## config.mk

```make
export PLATFORM = sky130hd
export DESIGN_NAME = mma_ctrl
export DESIGN_NICKNAME = d
export VERILOG_FILES = /design/src/hw/rtl/mma_pkg.sv /design/src/hw/rtl/mma_ctrl.sv
export SDC_FILE = /design/constraint.sdc
export NUM_CORES = 1
export LEC_CHECK = 0
export ABC_CLOCK_PERIOD_IN_PS = 2130
export BUFFER_PORTS_ARGS = -buffer_cell sky130_fd_sc_hd__buf_2
export CORE_MARGIN = 5
export CORE_UTILIZATION = 48
export CTS_CLUSTER_DIAMETER = 200
export DETAILED_ROUTE_END_ITERATION = 7
export PLACE_DENSITY = 0.73
export SYNTH_ARGS = -nofsm -noshare
export SYNTH_HDL_FRONTEND = slang
export SYNTH_SLANG_ARGS = --single-unit
```

## constraint.sdc

```tcl
create_clock -name clk -period 2.13 [get_ports clk]
set_input_delay 0.213 -clock clk [delete_from_list [all_inputs] [get_ports clk]]
set_output_delay 0.213 -clock clk [all_outputs]
set_load 0.05 [all_outputs]
```

## src/hw/rtl/mma_pkg.sv

```systemverilog
`timescale 1ns / 1ps
`default_nettype none

package mma_pkg;

    localparam int MAX_DIM = 16;
    localparam int DIM_W   = $clog2(MAX_DIM);
    localparam int ADDR_W  = 2 * DIM_W;
    localparam int DEPTH   = MAX_DIM * MAX_DIM;
    localparam int SIZE_W  = $clog2(MAX_DIM + 1);

    localparam int CFG_W     = 5;
    localparam int CFG_IDX_W = 2;
    localparam int OP_W      = 2;
    localparam int IDX_W     = 4;
    localparam int VAL_W     = 32;
    localparam int ELEM_W    = 16;
    localparam int PROD_W    = 2 * ELEM_W;
    localparam int ACC_W     = PROD_W + DIM_W + 1;
    localparam int CMP_W     = SIZE_W + IDX_W;

    localparam logic [CFG_W-1:0] CFG_RESET = 5'd16;

    localparam logic [OP_W-1:0] OP_LOAD_LEFT  = 2'd0;
    localparam logic [OP_W-1:0] OP_LOAD_RIGHT = 2'd1;
    localparam logic [OP_W-1:0] OP_COMPUTE    = 2'd2;

    localparam logic [CFG_IDX_W-1:0] REG_ROWS  = 2'd0;
    localparam logic [CFG_IDX_W-1:0] REG_COLS  = 2'd1;
    localparam logic [CFG_IDX_W-1:0] REG_INNER = 2'd2;

    localparam logic signed [ELEM_W-1:0] ELEM_MAX = 16'sh7FFF;
    localparam logic signed [ELEM_W-1:0] ELEM_MIN = 16'sh8000;
    localparam logic signed [VAL_W-1:0]  OUT_MAX  = 32'sh7FFFFFFF;
    localparam logic signed [VAL_W-1:0]  OUT_MIN  = 32'sh80000000;
    localparam logic signed [ACC_W-1:0]  ACC_MAX  = ACC_W'(OUT_MAX);
    localparam logic signed [ACC_W-1:0]  ACC_MIN  = ACC_W'(OUT_MIN);

    typedef enum logic [1:0] {
        ST_IDLE,
        ST_RUN,
        ST_DRAIN,
        ST_FINISH
    } state_t;

    typedef struct packed {
        logic             wr_left;
        logic             wr_right;
        logic             start;
        logic             rd_en;
        logic [DIM_W-1:0] rd_k;
        logic             emit;
    } cmd_t;

    typedef struct packed {
        logic pipe_empty;
        logic out_busy;
    } status_t;

    function automatic logic signed [ELEM_W-1:0] sat_elem(input logic signed [VAL_W-1:0] v);
        logic signed [ELEM_W-1:0] r;
        if (v > VAL_W'(ELEM_MAX))
            r = ELEM_MAX;
        else if (v < VAL_W'(ELEM_MIN))
            r = ELEM_MIN;
        else
            r = v[ELEM_W-1:0];
        return r;
    endfunction

    function automatic logic [SIZE_W-1:0] eff_size(input logic [CFG_W-1:0] r);
        logic [SIZE_W-1:0] s;
        if (int'(r) > MAX_DIM)
            s = SIZE_W'(MAX_DIM);
        else
            s = SIZE_W'(r);
        return s;
    endfunction

endpackage

`default_nettype wire

```

## src/hw/rtl/mma_ctrl.sv

```systemverilog
`timescale 1ns / 1ps
`default_nettype none

module mma_ctrl (
    input  wire logic                              clk,
    input  wire logic                              rst_n,
    input  wire logic                              cfg_wr_en,
    input  wire logic [mma_pkg::CFG_IDX_W-1:0]     cfg_index,
    input  wire logic [mma_pkg::CFG_W-1:0]         cfg_wdata,
    input  wire logic                              item_valid,
    output logic                                   item_ready,
    input  wire logic [mma_pkg::OP_W-1:0]          item_opcode,
    input  wire logic [mma_pkg::IDX_W-1:0]         item_row,
    input  wire logic [mma_pkg::IDX_W-1:0]         item_col,
    input  wire mma_pkg::status_t                  status,
    output mma_pkg::cmd_t                          cmd
);

    mma_pkg::state_t state_reg, state_next;
    logic [mma_pkg::CFG_W-1:0]  rows_reg, cols_reg, inner_reg;
    logic [mma_pkg::DIM_W-1:0]  k_reg, k_next;
    logic [mma_pkg::SIZE_W-1:0] nr, nc, nk;
    logic [mma_pkg::CMP_W-1:0]  row_x, col_x, nr_x, nc_x, nk_x;
    logic                       accept, last_k;
    logic                       left_ok, right_ok, comp_ok;

    assign nr    = mma_pkg::eff_size(rows_reg);
    assign nc    = mma_pkg::eff_size(cols_reg);
    assign nk    = mma_pkg::eff_size(inner_reg);
    assign row_x = mma_pkg::CMP_W'(item_row);
    assign col_x = mma_pkg::CMP_W'(item_col);
    assign nr_x  = mma_pkg::CMP_W'(nr);
    assign nc_x  = mma_pkg::CMP_W'(nc);
    assign nk_x  = mma_pkg::CMP_W'(nk);

    assign item_ready = (state_reg == mma_pkg::ST_IDLE);
    assign accept     = item_valid && item_ready;

    assign left_ok  = (item_opcode == mma_pkg::OP_LOAD_LEFT)  && (row_x < nr_x) && (col_x < nk_x);
    assign right_ok = (item_opcode == mma_pkg::OP_LOAD_RIGHT) && (row_x < nk_x) && (col_x < nc_x);
    assign comp_ok  = (item_opcode == mma_pkg::OP_COMPUTE)    && (row_x < nr_x) && (col_x < nc_x);
    assign last_k   = (mma_pkg::SIZE_W'(k_reg) + mma_pkg::SIZE_W'(1)) == nk;

    always_ff @(posedge clk or negedge rst_n)
    begin
        if (!rst_n)
        begin
            rows_reg  <= mma_pkg::CFG_RESET;
            cols_reg  <= mma_pkg::CFG_RESET;
            inner_reg <= mma_pkg::CFG_RESET;
        end
        else if (cfg_wr_en)
        begin
            case (cfg_index)
                mma_pkg::REG_ROWS:  rows_reg  <= cfg_wdata;
                mma_pkg::REG_COLS:  cols_reg  <= cfg_wdata;
                mma_pkg::REG_INNER: inner_reg <= cfg_wdata;
                default: ;
            endcase
        end
    end

    always_ff @(posedge clk or negedge rst_n)
    begin
        if (!rst_n)
        begin
            state_reg <= mma_pkg::ST_IDLE;
            k_reg     <= '0;
        end
        else
        begin
            state_reg <= state_next;
            k_reg     <= k_next;
        end
    end

    // next state
    always_comb
    begin
        state_next = state_reg;
        k_next     = k_reg;
        case (state_reg)
            mma_pkg::ST_IDLE:
            begin
                k_next = '0;
                if (accept && comp_ok)
                begin
                    if (nk == '0)
                        state_next = mma_pkg::ST_FINISH;
                    else
                        state_next = mma_pkg::ST_RUN;
                end
            end
            mma_pkg::ST_RUN:
            begin
                k_next = k_reg + mma_pkg::DIM_W'(1);
                if (last_k)
                    state_next = mma_pkg::ST_DRAIN;
            end
            mma_pkg::ST_DRAIN:
            begin
                if (status.pipe_empty)
                    state_next = mma_pkg::ST_FINISH;
            end
            mma_pkg::ST_FINISH:
            begin
                if (!status.out_busy)
                    state_next = mma_pkg::ST_IDLE;
            end
            default:
                state_next = mma_pkg::ST_IDLE;
        endcase
    end

    // outputs
    always_comb
    begin
        cmd = '0;
        cmd.rd_k = k_reg;
        case (state_reg)
            mma_pkg::ST_IDLE:
            begin
                cmd.wr_left  = accept && left_ok;
                cmd.wr_right = accept && right_ok;
                cmd.start    = accept && comp_ok;
            end
            mma_pkg::ST_RUN:
                cmd.rd_en = 1'b1;
            mma_pkg::ST_DRAIN: ;
            mma_pkg::ST_FINISH:
                cmd.emit = !status.out_busy;
            default: ;
        endcase
    end

endmodule

`default_nettype wire

```

# Word-level counts from Yosys, hierarchy flattened
# Cells that the tools add are included.
# op_classes
eq_ne	12
add_sub_neg	2
reduce_logical	20
mux	13
n_lt_le_gt_ge	7
# ops
cell	n
$lt A4 B5 Y1	4
$gt A5 B5 Y1 const B	3
$mux W5	3
$logic_and A1 B1 Y1	10
$mux W2	5
$eq A2 B2 Y1 const B	4
$pmux W2 S4	1
$pmux W4 S2	1
$eq A2 B1 Y1 const B	3
$logic_not A2 Y1	3
$ne A2 B2 Y1 const B	3
$reduce_and A2 Y1	3
$add A4 B1 Y5 const B	1
$eq A5 B5 Y1	1
$logic_not A5 Y1	1
$add A4 B1 Y4 const B	1
$reduce_and A4 Y1	1
$mux W3	1
$mux W1	2
$ne A2 B1 Y1 const B	1
$reduce_bool A2 Y1	1
$logic_not A1 Y1	1
# totals
reg_bits	21
wordCells	59
inputBits	23
out_inout_bits	10

# Depth between registers and ports, before layout
# Gate-level depths: netlist of run 1.
# depth
depth_word	8
mapped_depth	9
depth_no_buf	9

# Least setup slack after synthesis of run 1
# Ideal clock, no wire load.
# synth_path
path_kind	register to output
start	register inner_reg[4] in the netlist's numbering
end	output port cmd[7] in the netlist's numbering
stages_incl_launch_ff	9
setup_slack_ns	-0.675
required_time_ns	1.917
arrival_time_ns	2.592
n_path_buf	1
path_cell_list	dfstp_2 bufbuf_8 nand2b_1 ha_1 a21o_1 a21o_1 a21oi_1 nor2_1 nor4b_2
# synth_rtl
element	line_no	rtl
start, declared	mma_ctrl.sv:20	logic [mma_pkg::CFG_W-1:0] rows_reg, cols_reg, inner_reg;
start signal, assigned	mma_ctrl.sv:50	inner_reg <= mma_pkg::CFG_RESET;
start signal, assigned	mma_ctrl.sv:57	mma_pkg::REG_INNER: inner_reg <= cfg_wdata;
end, declared	mma_ctrl.sv:16	output mma_pkg::cmd_t cmd

==> results.txt, run 1 <==
Yosys cell types -> 37
Worst R2R Setup Slack -> -0.17 ns
Area used by multi-input combinational logic -> 1060 um2
Avg Inst Size Synth -> 10.6 um2
# IOs -> 33
Yosys reg bits -> 21
CTS buffer count -> 3
EDFF count, synth -> 0
Cell Chain, Critical Path -> nand2b_4 -> buf_4 -> ha_4 -> a21o_1 -> a21o_1 -> a21oi_2 -> o21ai_2 -> nor2_2 -> buf_6
Asr flop ratio synth -> 100%
Area occupied by registers -> 532 um2
Layout cell share with drive strength beyond 1 -> 51.6%
Starting DRT DRC Count -> 46
WP buf/inv -> 2
Initial Util -> 49.2%
Final count of negative-setup-slack endpoints -> 5
Fillers -> 223
Placed inst area -> 1760 um2
Worst Path Required -> 1.92 ns
CP Launch Type -> flop
Worst setup margin -> -0.286 ns
Max-slew violations -> 0
IO buf count -> 32
CTS Buffer Depth -> 2
Post-Syn Nets -> 179
Drc violations -> 0
Slowest-stage cell, CP -> dfstp_2
Family with the most delay on the worst path -> flip-flops
TritonCTS sink count -> 21
Clock latency on the worst-skew pair -> 0.31 ns
Tmin final -> 2.42 ns
Pre-CTS WS -> -0.156 ns
CP endpoint kind -> output port
Core area -> 3000 um2
Hold slack -> 0.151 ns
Layout Nets -> 229
Maximum VDD drop -> 855 uV
Slew @ Worst Pin -> 0.479 ns
Vias in the first global route -> 1236
Critical Path AT -> 2.20 ns
Pre-antenna DRT Iters -> 6
Seq/Total Area, Yosys -> 35.8%
Tot Pwr -> 2.02 mW
Worst path most repeated cell -> a21o_1
Worst Skew -> 0.00190 ns
Layout area overhead -> 33.2%
Slew margin rel. -> 68.1%
Detailed Route WL -> 3490 um
Max-Cap Viols -> 0
Unrepaired setup endpoints after global routing -> yes
Synth area leader -> dfrtp_1
Post-DRT Antenna Nets -> 0
Worst stage delay on the critical path -> 0.59 ns
CTS tree -> done
Gpl congestion -> 0.888
Via count -> 1211
Diode count -> 0
GRT Util Overall -> 16.5%
Top-count cell post-synth -> dfrtp_1
Routed WL per cell -> 15.8 um
HPWL after DPL -> 2730 um
Synth Flop Type -> dfrtp_1
Design area -> 1970 um2
Syn Std Cell Area -> 1480 um2
Failing checks -> negative setup slack
Root Buffer -> clkbuf_4
Final worst path period share -> 113%
P_leak -> 0.906 nW
Die Ht -> 65.5 um
Core Rows -> 20
Die W -> 65.5 um
CTS clock-pin slew for the worst setup and hold paths -> 0.12 ns
Largest net degree at the start of global routing -> 22
Crit path max fanout -> 6
Post-Syn Instances -> 139
Synth top area share -> 30.5%
Final hold violation count -> 0
Setup TNS Final -> -0.994 ns
Post-synth top cells -> dfrtp_1 (18), ha_1 (17), mux2_2 (14), nand2_1 (12), nor2_1 (8)
Total Die Area -> 4290 um2
Grt total ovfl -> 0
Pwr per Cell Area -> 1030 nW/um2
Global-route wire length before repair -> 5450 um
Initial antenna violation count -> 0
Critical path class -> flop to output port
Via density -> 5.48
Min-Delay Path Class -> input port to flop
Area contributors post-synth -> dfrtp_1 (30%), ha_1 (14%), mux2_2 (11%), dfstp_2 (5.3%), nand2_1 (3.0%)
H-tree depth reported by CTS -> 1
Status -> complete, but fails checks
Synth Warn # -> 0
Fmax -> 0.414 GHz
[repair_timing]
item	CTS	global route
buffers inserted	4	1
pin swaps	8	11
hold buffers	1	0
hold endpoints to repair	18	0
gates resized for setup	12	14
endpoints found under the setup margin	5	5
[where the power goes]
group	internal (mW)	total [mW]	switching (mW)
combinational	0.524	1.21	0.685
clock	0.0703	0.201	0.131
sequential	0.511	0.611	0.100
total	1.10	2.02	0.917
[metrics by stage]
step	instances	utilization [%]
floorplan	139	-
global placement	211	58.5
detailed placement	211	58.5
CTS	220	62.8
global route	221	65.6
finish	221	65.6
[cell families after synthesis]
| logic type | after synthesis | share of synthesized area [%] |
|---|---|---|
| buffers and inverters | 7 | 2.79 |
| AOI/OAI and AO/OA | 28 | 13.8 |
| xor gates and xnor gates | 4 | 3.38 |
| and+or+nand+nor | 46 | 17.9 |
| muxes | 16 | 12.0 |
| DFF | 21 | 35.8 |
| adders and majority gates | 17 | 14.4 |
[placed cells by master (no fill, tap or decap), drive strengths merged, types with 2 or more instances in the layout]
master  netlist  final
nand3b        3      3
a31oi         2      2
nor2b         4      4
mux2i         2      2
nor4b         2      2
dfstp         3      3
xnor2         2      2
ha           17     17
nor2          8      8
nand3         4      4
a21o          5      5
clkbuf        0      3
nand2b        6      6
buf           0     45
or3b          2      2
o21ai         9      9
inv           6      6
a21oi         6      6
xor2          2      2
mux2         14     14
nor3b         2      2
nand2        12     12
dfrtp        18     18
[cell type report]
class / count / share of cell area (%)
Clock buffer: 3 / 1.14
Tap cell: 33 / 2.10
Sequential cell: 21 / 27.0
Multi-Input combinational cell: 111 / 53.6
Timing Repair Buffer: 46 / 14.7
Clock inverter: 1 / 0.254
Inverter: 6 / 1.14
[layer usage]
metal	vias up	global-route usage [%]	part of all wire, %
met4	0	5.70	2.2
met1	580	21.7	44
li1	601	-	-
met3	8	1.88	2.7
met5	-	0	0
met2	22	27.9	51
[worst reg2reg max path: cells and delay by family (launching register included)]
family | cells | cell delay [ns]
compound gates | 5 | 0.79
buf+inv | 2 | 0.29
fa+ha+maj | 1 | 0.22
flops | 1 | 0.56
simple gates | 1 | 0.13
mux | 1 | 0.23
[final timing paths]
| kind | startpoint | to | depth (start not counted) |
|---|---|---|---|
| min in group asynchronous | rst_n | state_reg[1] | 2 |
| min | cfg_wdata[4] | rows_reg[4] | 3 |
| max in group asynchronous | rst_n | cols_reg[4] | 2 |
| min reg2reg | rows_reg[0] | rows_reg[0] | 1 |
| max reg2reg | cols_reg[4] | state_reg[1] | 10 |
| max | inner_reg[4] | cmd[8] | 9 |
(Power assumes the default switching activity.)
==> inputs of run 2 (changes only) <==
--- a/config.mk
+++ b/config.mk
@@ -5,13 +5,13 @@
 export SDC_FILE = /design/constraint.sdc
 export NUM_CORES = 1
 export LEC_CHECK = 0
-export ABC_CLOCK_PERIOD_IN_PS = 2130
+export ABC_CLOCK_PERIOD_IN_PS = 2800
 export BUFFER_PORTS_ARGS = -buffer_cell sky130_fd_sc_hd__buf_2
 export CORE_MARGIN = 5
-export CORE_UTILIZATION = 48
+export CORE_UTILIZATION = 58
 export CTS_CLUSTER_DIAMETER = 200
 export DETAILED_ROUTE_END_ITERATION = 7
-export PLACE_DENSITY = 0.73
+export PLACE_DENSITY = 0.83
 export SYNTH_ARGS = -nofsm -noshare
 export SYNTH_HDL_FRONTEND = slang
 export SYNTH_SLANG_ARGS = --single-unit
==> constraint.sdc (replaced) <==
create_clock -name clk -period 2.8 [get_ports clk]
set_input_delay 0.28 -clock clk [delete_from_list [all_inputs] [get_ports clk]]
set_output_delay 0.28 -clock clk [all_outputs]
set_load 0.05 [all_outputs]
==> run 2 against run 1 <==
The flow now finishes without violations. Flip-flop and latch count unchanged. Critical endpoint is now cmd[7]. Via count down 3.6%. Cell count fell by 6.3%. Clock skew up 0.0031 ns. Clock power decreased by 29%. Sequential power fell by 22%. Cell area is 13% lower. Die area decreased by 15%. Register-to-register slack better by 0.68 ns. Sequential share of layout area rose by 3.7 points.
==> results.txt, run 2 (synthesized netlist as in run 1, its figures left out) <==
Core area -> 2450 um2 (-18%)
Min-Delay Path Class -> input port to flop
Worst stage delay on the critical path -> 0.58 ns (about the same)
Final worst path period share -> 93.2%
CTS buffer count -> 3 (unchanged)
Final core occ -> 70.1% (+4.5 points)
Drc violations -> 0 (unchanged)
CTS Buffer Depth -> 2 (unchanged)
Worst setup margin -> 0.190 ns (+0.475 ns)
Gpl congestion -> 0.781 (-12%)
Die Ht -> 60.5 um (-7.6%)
Slowest-stage cell, CP -> dfstp_2
Via count -> 1167 (-3.6%)
# placed instances -> 200 (-5.2%)
Fillers -> 185 (-17%)
Initial Util -> 60.2% (+11 points)
Diode count -> 0 (unchanged)
Status -> finished, final reports clean
CP endpoint kind -> output port
Maximum VDD drop -> 833 uV (-2.6%)
Final hold violation count -> 0 (unchanged)
Critical Path AT -> 2.33 ns (+0.13 ns)
Family with the most delay on the worst path -> flip-flops
Slew margin rel. -> 52.1% (-16 points)
CTS tree -> done
Clock latency on the worst-skew pair -> 0.30 ns (about the same)
Total Die Area -> 3660 um2 (-15%)
H-tree depth reported by CTS -> 1 (unchanged)
Seq pwr share -> 34.4% (+4.2 points)
Post-DRT Antenna Nets -> 0 (unchanged)
Final count of negative-setup-slack endpoints -> 0 (-5)
Via density -> 5.64 (+2.9%)
Core Rows -> 18 (-10%)
Met1 Resource Use GR -> 23.1% (+1.4 points)
Internal cell power -> 741 uW (-33%)
Most frequent cells in the layout -> buf_2 (31), dfrtp_1 (18), ha_1 (17)
GRT Util Overall -> 18.4% (+1.9 points)
Most used routing layer -> met2
CP Launch Type -> flop
Final std cells w/o fill -> 207 (-6.3%)
Initial antenna violation count -> 0 (unchanged)
Pre-CTS WS -> 0.308 ns (+0.463 ns)
GR Util met2 -> 33.5% (+5.5 points)
Max-Cap Viols -> 0 (unchanged)
Placed inst area -> 1670 um2 (-5.1%)
Logic gate share of total power -> 55.2% (-4.6 points)
Vias in the first global route -> 1161 (-6.1%)
Root Buffer -> clkbuf_4
Layout cell share with drive strength beyond 1 -> 36.2% (-15 points)
Tot Pwr -> 1.38 mW (-32%)
Design area -> 1720 um2 (-13%)
P_leak -> 0.828 nW (-8.7%)
Hold slack -> 0.202 ns (+0.0511 ns)
WP buf/inv -> 1 (-1)
Pre-antenna DRT Iters -> 4 (-2)
Worst Skew -> 0.00501 ns (+0.00311 ns)
Routed WL per cell -> 14.8 um (-6.3%)
Crit path max fanout -> 6 (unchanged)
Critical path class -> flop to output port
Setup TNS Final -> 0 ns (+0.994 ns)
Sw frac -> 46.2% (+0.88 points)
Unrepaired setup endpoints after global routing -> no
Most common cell after layout, fill and taps aside -> buf_2
CTS clock-pin slew for the worst setup and hold paths -> 0.11 ns (about the same)
Largest net degree at the start of global routing -> 22 (unchanged)
TritonCTS sink count -> 21 (unchanged)
Worst Path Required -> 2.52 ns (+0.60 ns)
Tmin final -> 2.61 ns
Cell Chain, Critical Path -> nand2b_1 -> ha_1 -> a21o_1 -> a21o_1 -> a21oi_1 -> nor2_1 -> nor4b_4 -> buf_4
Starting DRT DRC Count -> 29 (-37%)
Slew @ Worst Pin -> 0.717 ns (+0.238 ns)
Net Sw Power -> 637 uW (-31%)
HPWL after DPL -> 2590 um (-5.4%)
Worst path most repeated cell -> a21o_1
Detailed Route WL -> 3060 um (-12%)
IO buf count -> 32 (unchanged)
Max-slew violations -> 0 (unchanged)
Met3 Use GR -> 1.49% (-0.39 points)
Fmax -> 0.383 GHz
Layout area overhead -> 16.4%
Pwr per Cell Area -> 800 nW/um2 (-22%)
Clock power share -> 10.4% (+0.4 points)
# IOs -> 33 (unchanged)
Grt total ovfl -> 0 (unchanged)
Global-route wire length before repair -> 5100 um (-6.5%)
Die W -> 60.5 um (-7.6%)
Layout Nets -> 218 (-4.8%)
[run 2: changes by cell type in the layout (fill, tap and decap cells not counted), moves of 3 or more]
cell | previous run | this run
buf_4 | 12 | 3
a21oi_1 | 1 | 6
ha_1 | 12 | 17
ha_4 | 5 | 0
a21oi_2 | 4 | 0
buf_6 | 4 | 0
nand2b_1 | 3 | 6
nand2b_4 | 3 | 0
[run 2: path summary, 6_finish.rpt]
kind	from	to	slack, ns	cells after the start
max	inner_reg[4]	cmd[7]	0.19	8
min	cfg_wdata[4]	rows_reg[4]	0.20	3
max reg2reg	rows_reg[4]	state_reg[0]	0.51	9
min reg2reg	rows_reg[2]	rows_reg[2]	0.54	1
max in group asynchronous	rst_n	inner_reg[4]	2.01	2
min in group asynchronous	rst_n	cols_reg[0]	0.44	2
[run 2: power by group through the flow]
stage | clock network [mW] | registers [mW] | logic (mW)
3_3_place_gp | 0 | 0.478 | 0.712
3_5_place_dp | 0 | 0.486 | 0.752
2_1_floorplan | 0 | 0.523 | 0.541
5_1_grt | 0.164 | 0.486 | 0.835
4_1_cts | 0.147 | 0.480 | 0.756
6_report | 0.143 | 0.475 | 0.760
[run 2: repair_timing]
item                                    CTS  global route
setup buffers                             0             2
resized for setup                         1             0
hold endpoints to repair                 18             0
endpoints found under the setup margin    1             1
hold buffers                              1             0
[run 2: cell type report]
type	instances	area [um2]	share of cell area [%]
repair buffers	35	188	10.9
multi-input cells	111	917	53.3
flip-flops and latches	21	529	30.7
inverters	6	22.5	1.31
clock buffers	3	22.5	1.31
well taps	30	37.5	2.18
clock inverters	1	5.00	0.291
[run 2: per-layer routing]
layer  share of wire [%]  vias up
li1                    -      580
met1                  44      563
met2                  51       20
met3                 3.8        4
met4                0.98        0
met5                   0        -
[run 2: worst reg2reg max path, delay by kind of cell (launching register included)]
kind	cells	cell delay, ns
compound gates	6	1.29
flops	1	0.55
fa+ha+maj	1	0.24
simple gates	1	0.07
buf+inv	1	0.06
==> inputs of run 3 (changes only) <==
--- a/config.mk
+++ b/config.mk
@@ -8,10 +8,12 @@
 export ABC_CLOCK_PERIOD_IN_PS = 2800
 export BUFFER_PORTS_ARGS = -buffer_cell sky130_fd_sc_hd__buf_2
 export CORE_MARGIN = 5
-export CORE_UTILIZATION = 58
+export CORE_UTILIZATION = 60
+export CTS_BUF_LIST = sky130_fd_sc_hd__clkbuf_4
 export CTS_CLUSTER_DIAMETER = 200
 export DETAILED_ROUTE_END_ITERATION = 7
-export PLACE_DENSITY = 0.83
+export GPL_ROUTABILITY_DRIVEN = 0
+export PLACE_DENSITY = 0.85
 export SYNTH_ARGS = -nofsm -noshare
 export SYNTH_HDL_FRONTEND = slang
 export SYNTH_SLANG_ARGS = --single-unit
==> run 3 against run 2 <==
Cell count stayed put. Core utilization up 1.3 points. Sequential power is 1% higher. Critical path type unchanged. Largest cell class unchanged. Highest routed layer unchanged.
==> results.txt, run 3 (synthesized netlist as in run 1, its figures left out) <==
Status -> finished, final reports clean
HPWL after DPL -> 2770 um (+7.2%)
Detailed Route WL -> 3300 um (+7.8%)
Family with the most delay on the worst path -> flip-flops
Slowest-stage cell, CP -> dfstp_2
IO buf count -> 32 (unchanged)
Vias in the first global route -> 1185 (+2.1%)
Die W -> 59.6 um (-1.4%)
CTS Buffer Depth -> 2 (unchanged)
Total Die Area -> 3560 um2 (-2.8%)
Clock latency on the worst-skew pair -> 0.29 ns (about the same)
Layout cell share with drive strength beyond 1 -> 36.2% (unchanged)
Worst stage delay on the critical path -> 0.64 ns (+0.06 ns)
CP endpoint kind -> output port
Diode count -> 0 (unchanged)
CP Launch Type -> flop
Final count of negative-setup-slack endpoints -> 0 (unchanged)
Die Ht -> 59.6 um (-1.4%)
Setup TNS Final -> 0 ns (unchanged)
Worst Setup SP -> inner_reg[4]
Final hold violation count -> 0 (unchanged)
Most frequent cells in the layout -> buf_2 (31), dfrtp_1 (18), ha_1 (17)
Via count -> 1175 (+0.69%)
Maximum VDD drop -> 952 uV (+14%)
Final worst path period share -> 95.6% (+2.4 points)
Starting DRT DRC Count -> 45 (+55%)
Layout Nets -> 218 (unchanged)
CTS tree -> done
Layout area overhead -> 16.4% (unchanged)
Pre-antenna DRT Iters -> 4 (unchanged)
Initial Util -> 61.4% (+1.1 points)
Area occupied by registers -> 529 um2 (unchanged)
Max-slew violations -> 0 (unchanged)
Hold slack -> 0.208 ns (+0.00668 ns)
Min-Delay Path Class -> input port to flop
Pwr per Cell Area -> 807 nW/um2 (+0.87%)
Most common cell after layout, fill and taps aside -> buf_2
Fmax -> 0.373 GHz (-2.5%)
Post-DRT Antenna Nets -> 0 (unchanged)
Root Buffer -> clkbuf_4
CTS clock-pin slew for the worst setup and hold paths -> 0.11 ns (about the same)
Routed WL per cell -> 16.0 um (+7.8%)
CTS buffer count -> 3 (unchanged)
Core Rows -> 18 (unchanged)
Tot Pwr -> 1.39 mW (+0.87%)
H-tree depth reported by CTS -> 1 (unchanged)
Max-Cap Viols -> 0 (unchanged)
Core area -> 2410 um2 (-1.8%)
Area used by multi-input combinational logic -> 917 um2 (unchanged)
# IOs -> 33 (unchanged)
Largest net degree at the start of global routing -> 22 (unchanged)
Drc violations -> 0 (unchanged)
Initial antenna violation count -> 0 (unchanged)
Slew @ Worst Pin -> 0.725 ns (+0.00851 ns)
Critical path class -> flop to output port
P_leak -> 0.828 nW (unchanged)
Via density -> 5.68 (+0.69%)
Cell Chain, Critical Path -> nand2b_1 -> ha_1 -> a21o_1 -> a21o_1 -> a21oi_1 -> nor2_1 -> nor4b_4 -> buf_4
Worst path most repeated cell -> a21o_1
Reg2reg start -> rows_reg[4]
Slew margin rel. -> 51.5% (-0.57 points)
Worst Hold Launch -> cfg_wdata[4]
Critical Path AT -> 2.40 ns (+0.07 ns)
Final core occ -> 71.4% (+1.3 points)
Design area -> 1720 um2 (unchanged)
TritonCTS sink count -> 21 (unchanged)
Grt total ovfl -> 0 (unchanged)
Global-route wire length before repair -> 5340 um (+4.7%)
Tmin final -> 2.68 ns (+0.0679 ns)
GRT Util Overall -> 20.0% (+1.6 points)
WP buf/inv -> 1 (unchanged)
Crit path max fanout -> 11 (+5)
Placed inst area -> 1670 um2 (unchanged)
Worst Skew -> 0.00426 ns (-0.000753 ns)
Unrepaired setup endpoints after global routing -> no
Worst Path Required -> 2.52 ns (about the same)
Fillers -> 178 (-3.8%)
==> run 3: cell counts in the layout (fill, tap and decap cells not counted) <==
No cell type changed its count.
==> run 3: worst paths after layout <==
| path | endpoint | slack, ns | cells after the start |
|---|---|---|---|
| worst max-delay path | cmd[7] | 0.12 | 8 |
| worst min-delay path | rows_reg[4] | 0.21 | 3 |
| worst max register to register | state_reg[1] | 0.52 | 9 |
| worst min register to register | rows_reg[2] | 0.53 | 1 |
| max in group asynchronous | cols_reg[4] | 2.00 | 2 |
| min in group asynchronous | state_reg[0] | 0.47 | 2 |
==> run 3: tightest hold or removal path, cell delays in order <==
cell	delay, ns
buf_2	0.11
nand2_1	0.05
o21ai_0	0.07
==> run 3: where the power goes <==
part / total [mW] / switching, mW / internal (mW)
sequential: 0.480 / 0.0938 / 0.387
combinational: 0.770 / 0.466 / 0.303
clock: 0.140 / 0.0870 / 0.0531
==> run 3: metrics by stage <==
step | cells | setup WS, ns
CTS | 205 | 0.00643
global placement | 200 | 0.448
floorplan | 139 | 0.223
detailed placement | 200 | 0.352
global route | 207 | 0.0154
finish | 207 | 0.122
==> run 3: what timing repair did <==
action | CTS | global route
setup endpoints to repair | 0 | 1
hold buffers | 1 | 0
hold endpoints to repair | 18 | 0
gates resized for setup | 0 | 2
setup buffers | 0 | 2
==> run 3: metal layers <==
| layer | wire length [um] | up-vias | part of all wire (%) | track usage, % |
|---|---|---|---|---|
| met5 | 0 | - | 0 | 0 |
| met4 | 60 | 0 | 1.8 | 6.01 |
| met3 | 180 | 10 | 5.5 | 2.61 |
| met2 | 1740 | 30 | 53 | 37.2 |
| met1 | 1320 | 558 | 40 | 23.4 |
| li1 | - | 577 | - | - |
==> run 3: cell type report <==
cell class,instances,share of cell area (%)
multi-input cells,111,53.3
flip-flops and latches,21,30.7
repair buffers,35,10.9
well taps,30,2.18
clock buffers,3,1.31
inverters,6,1.31
clock inverters,1,0.291
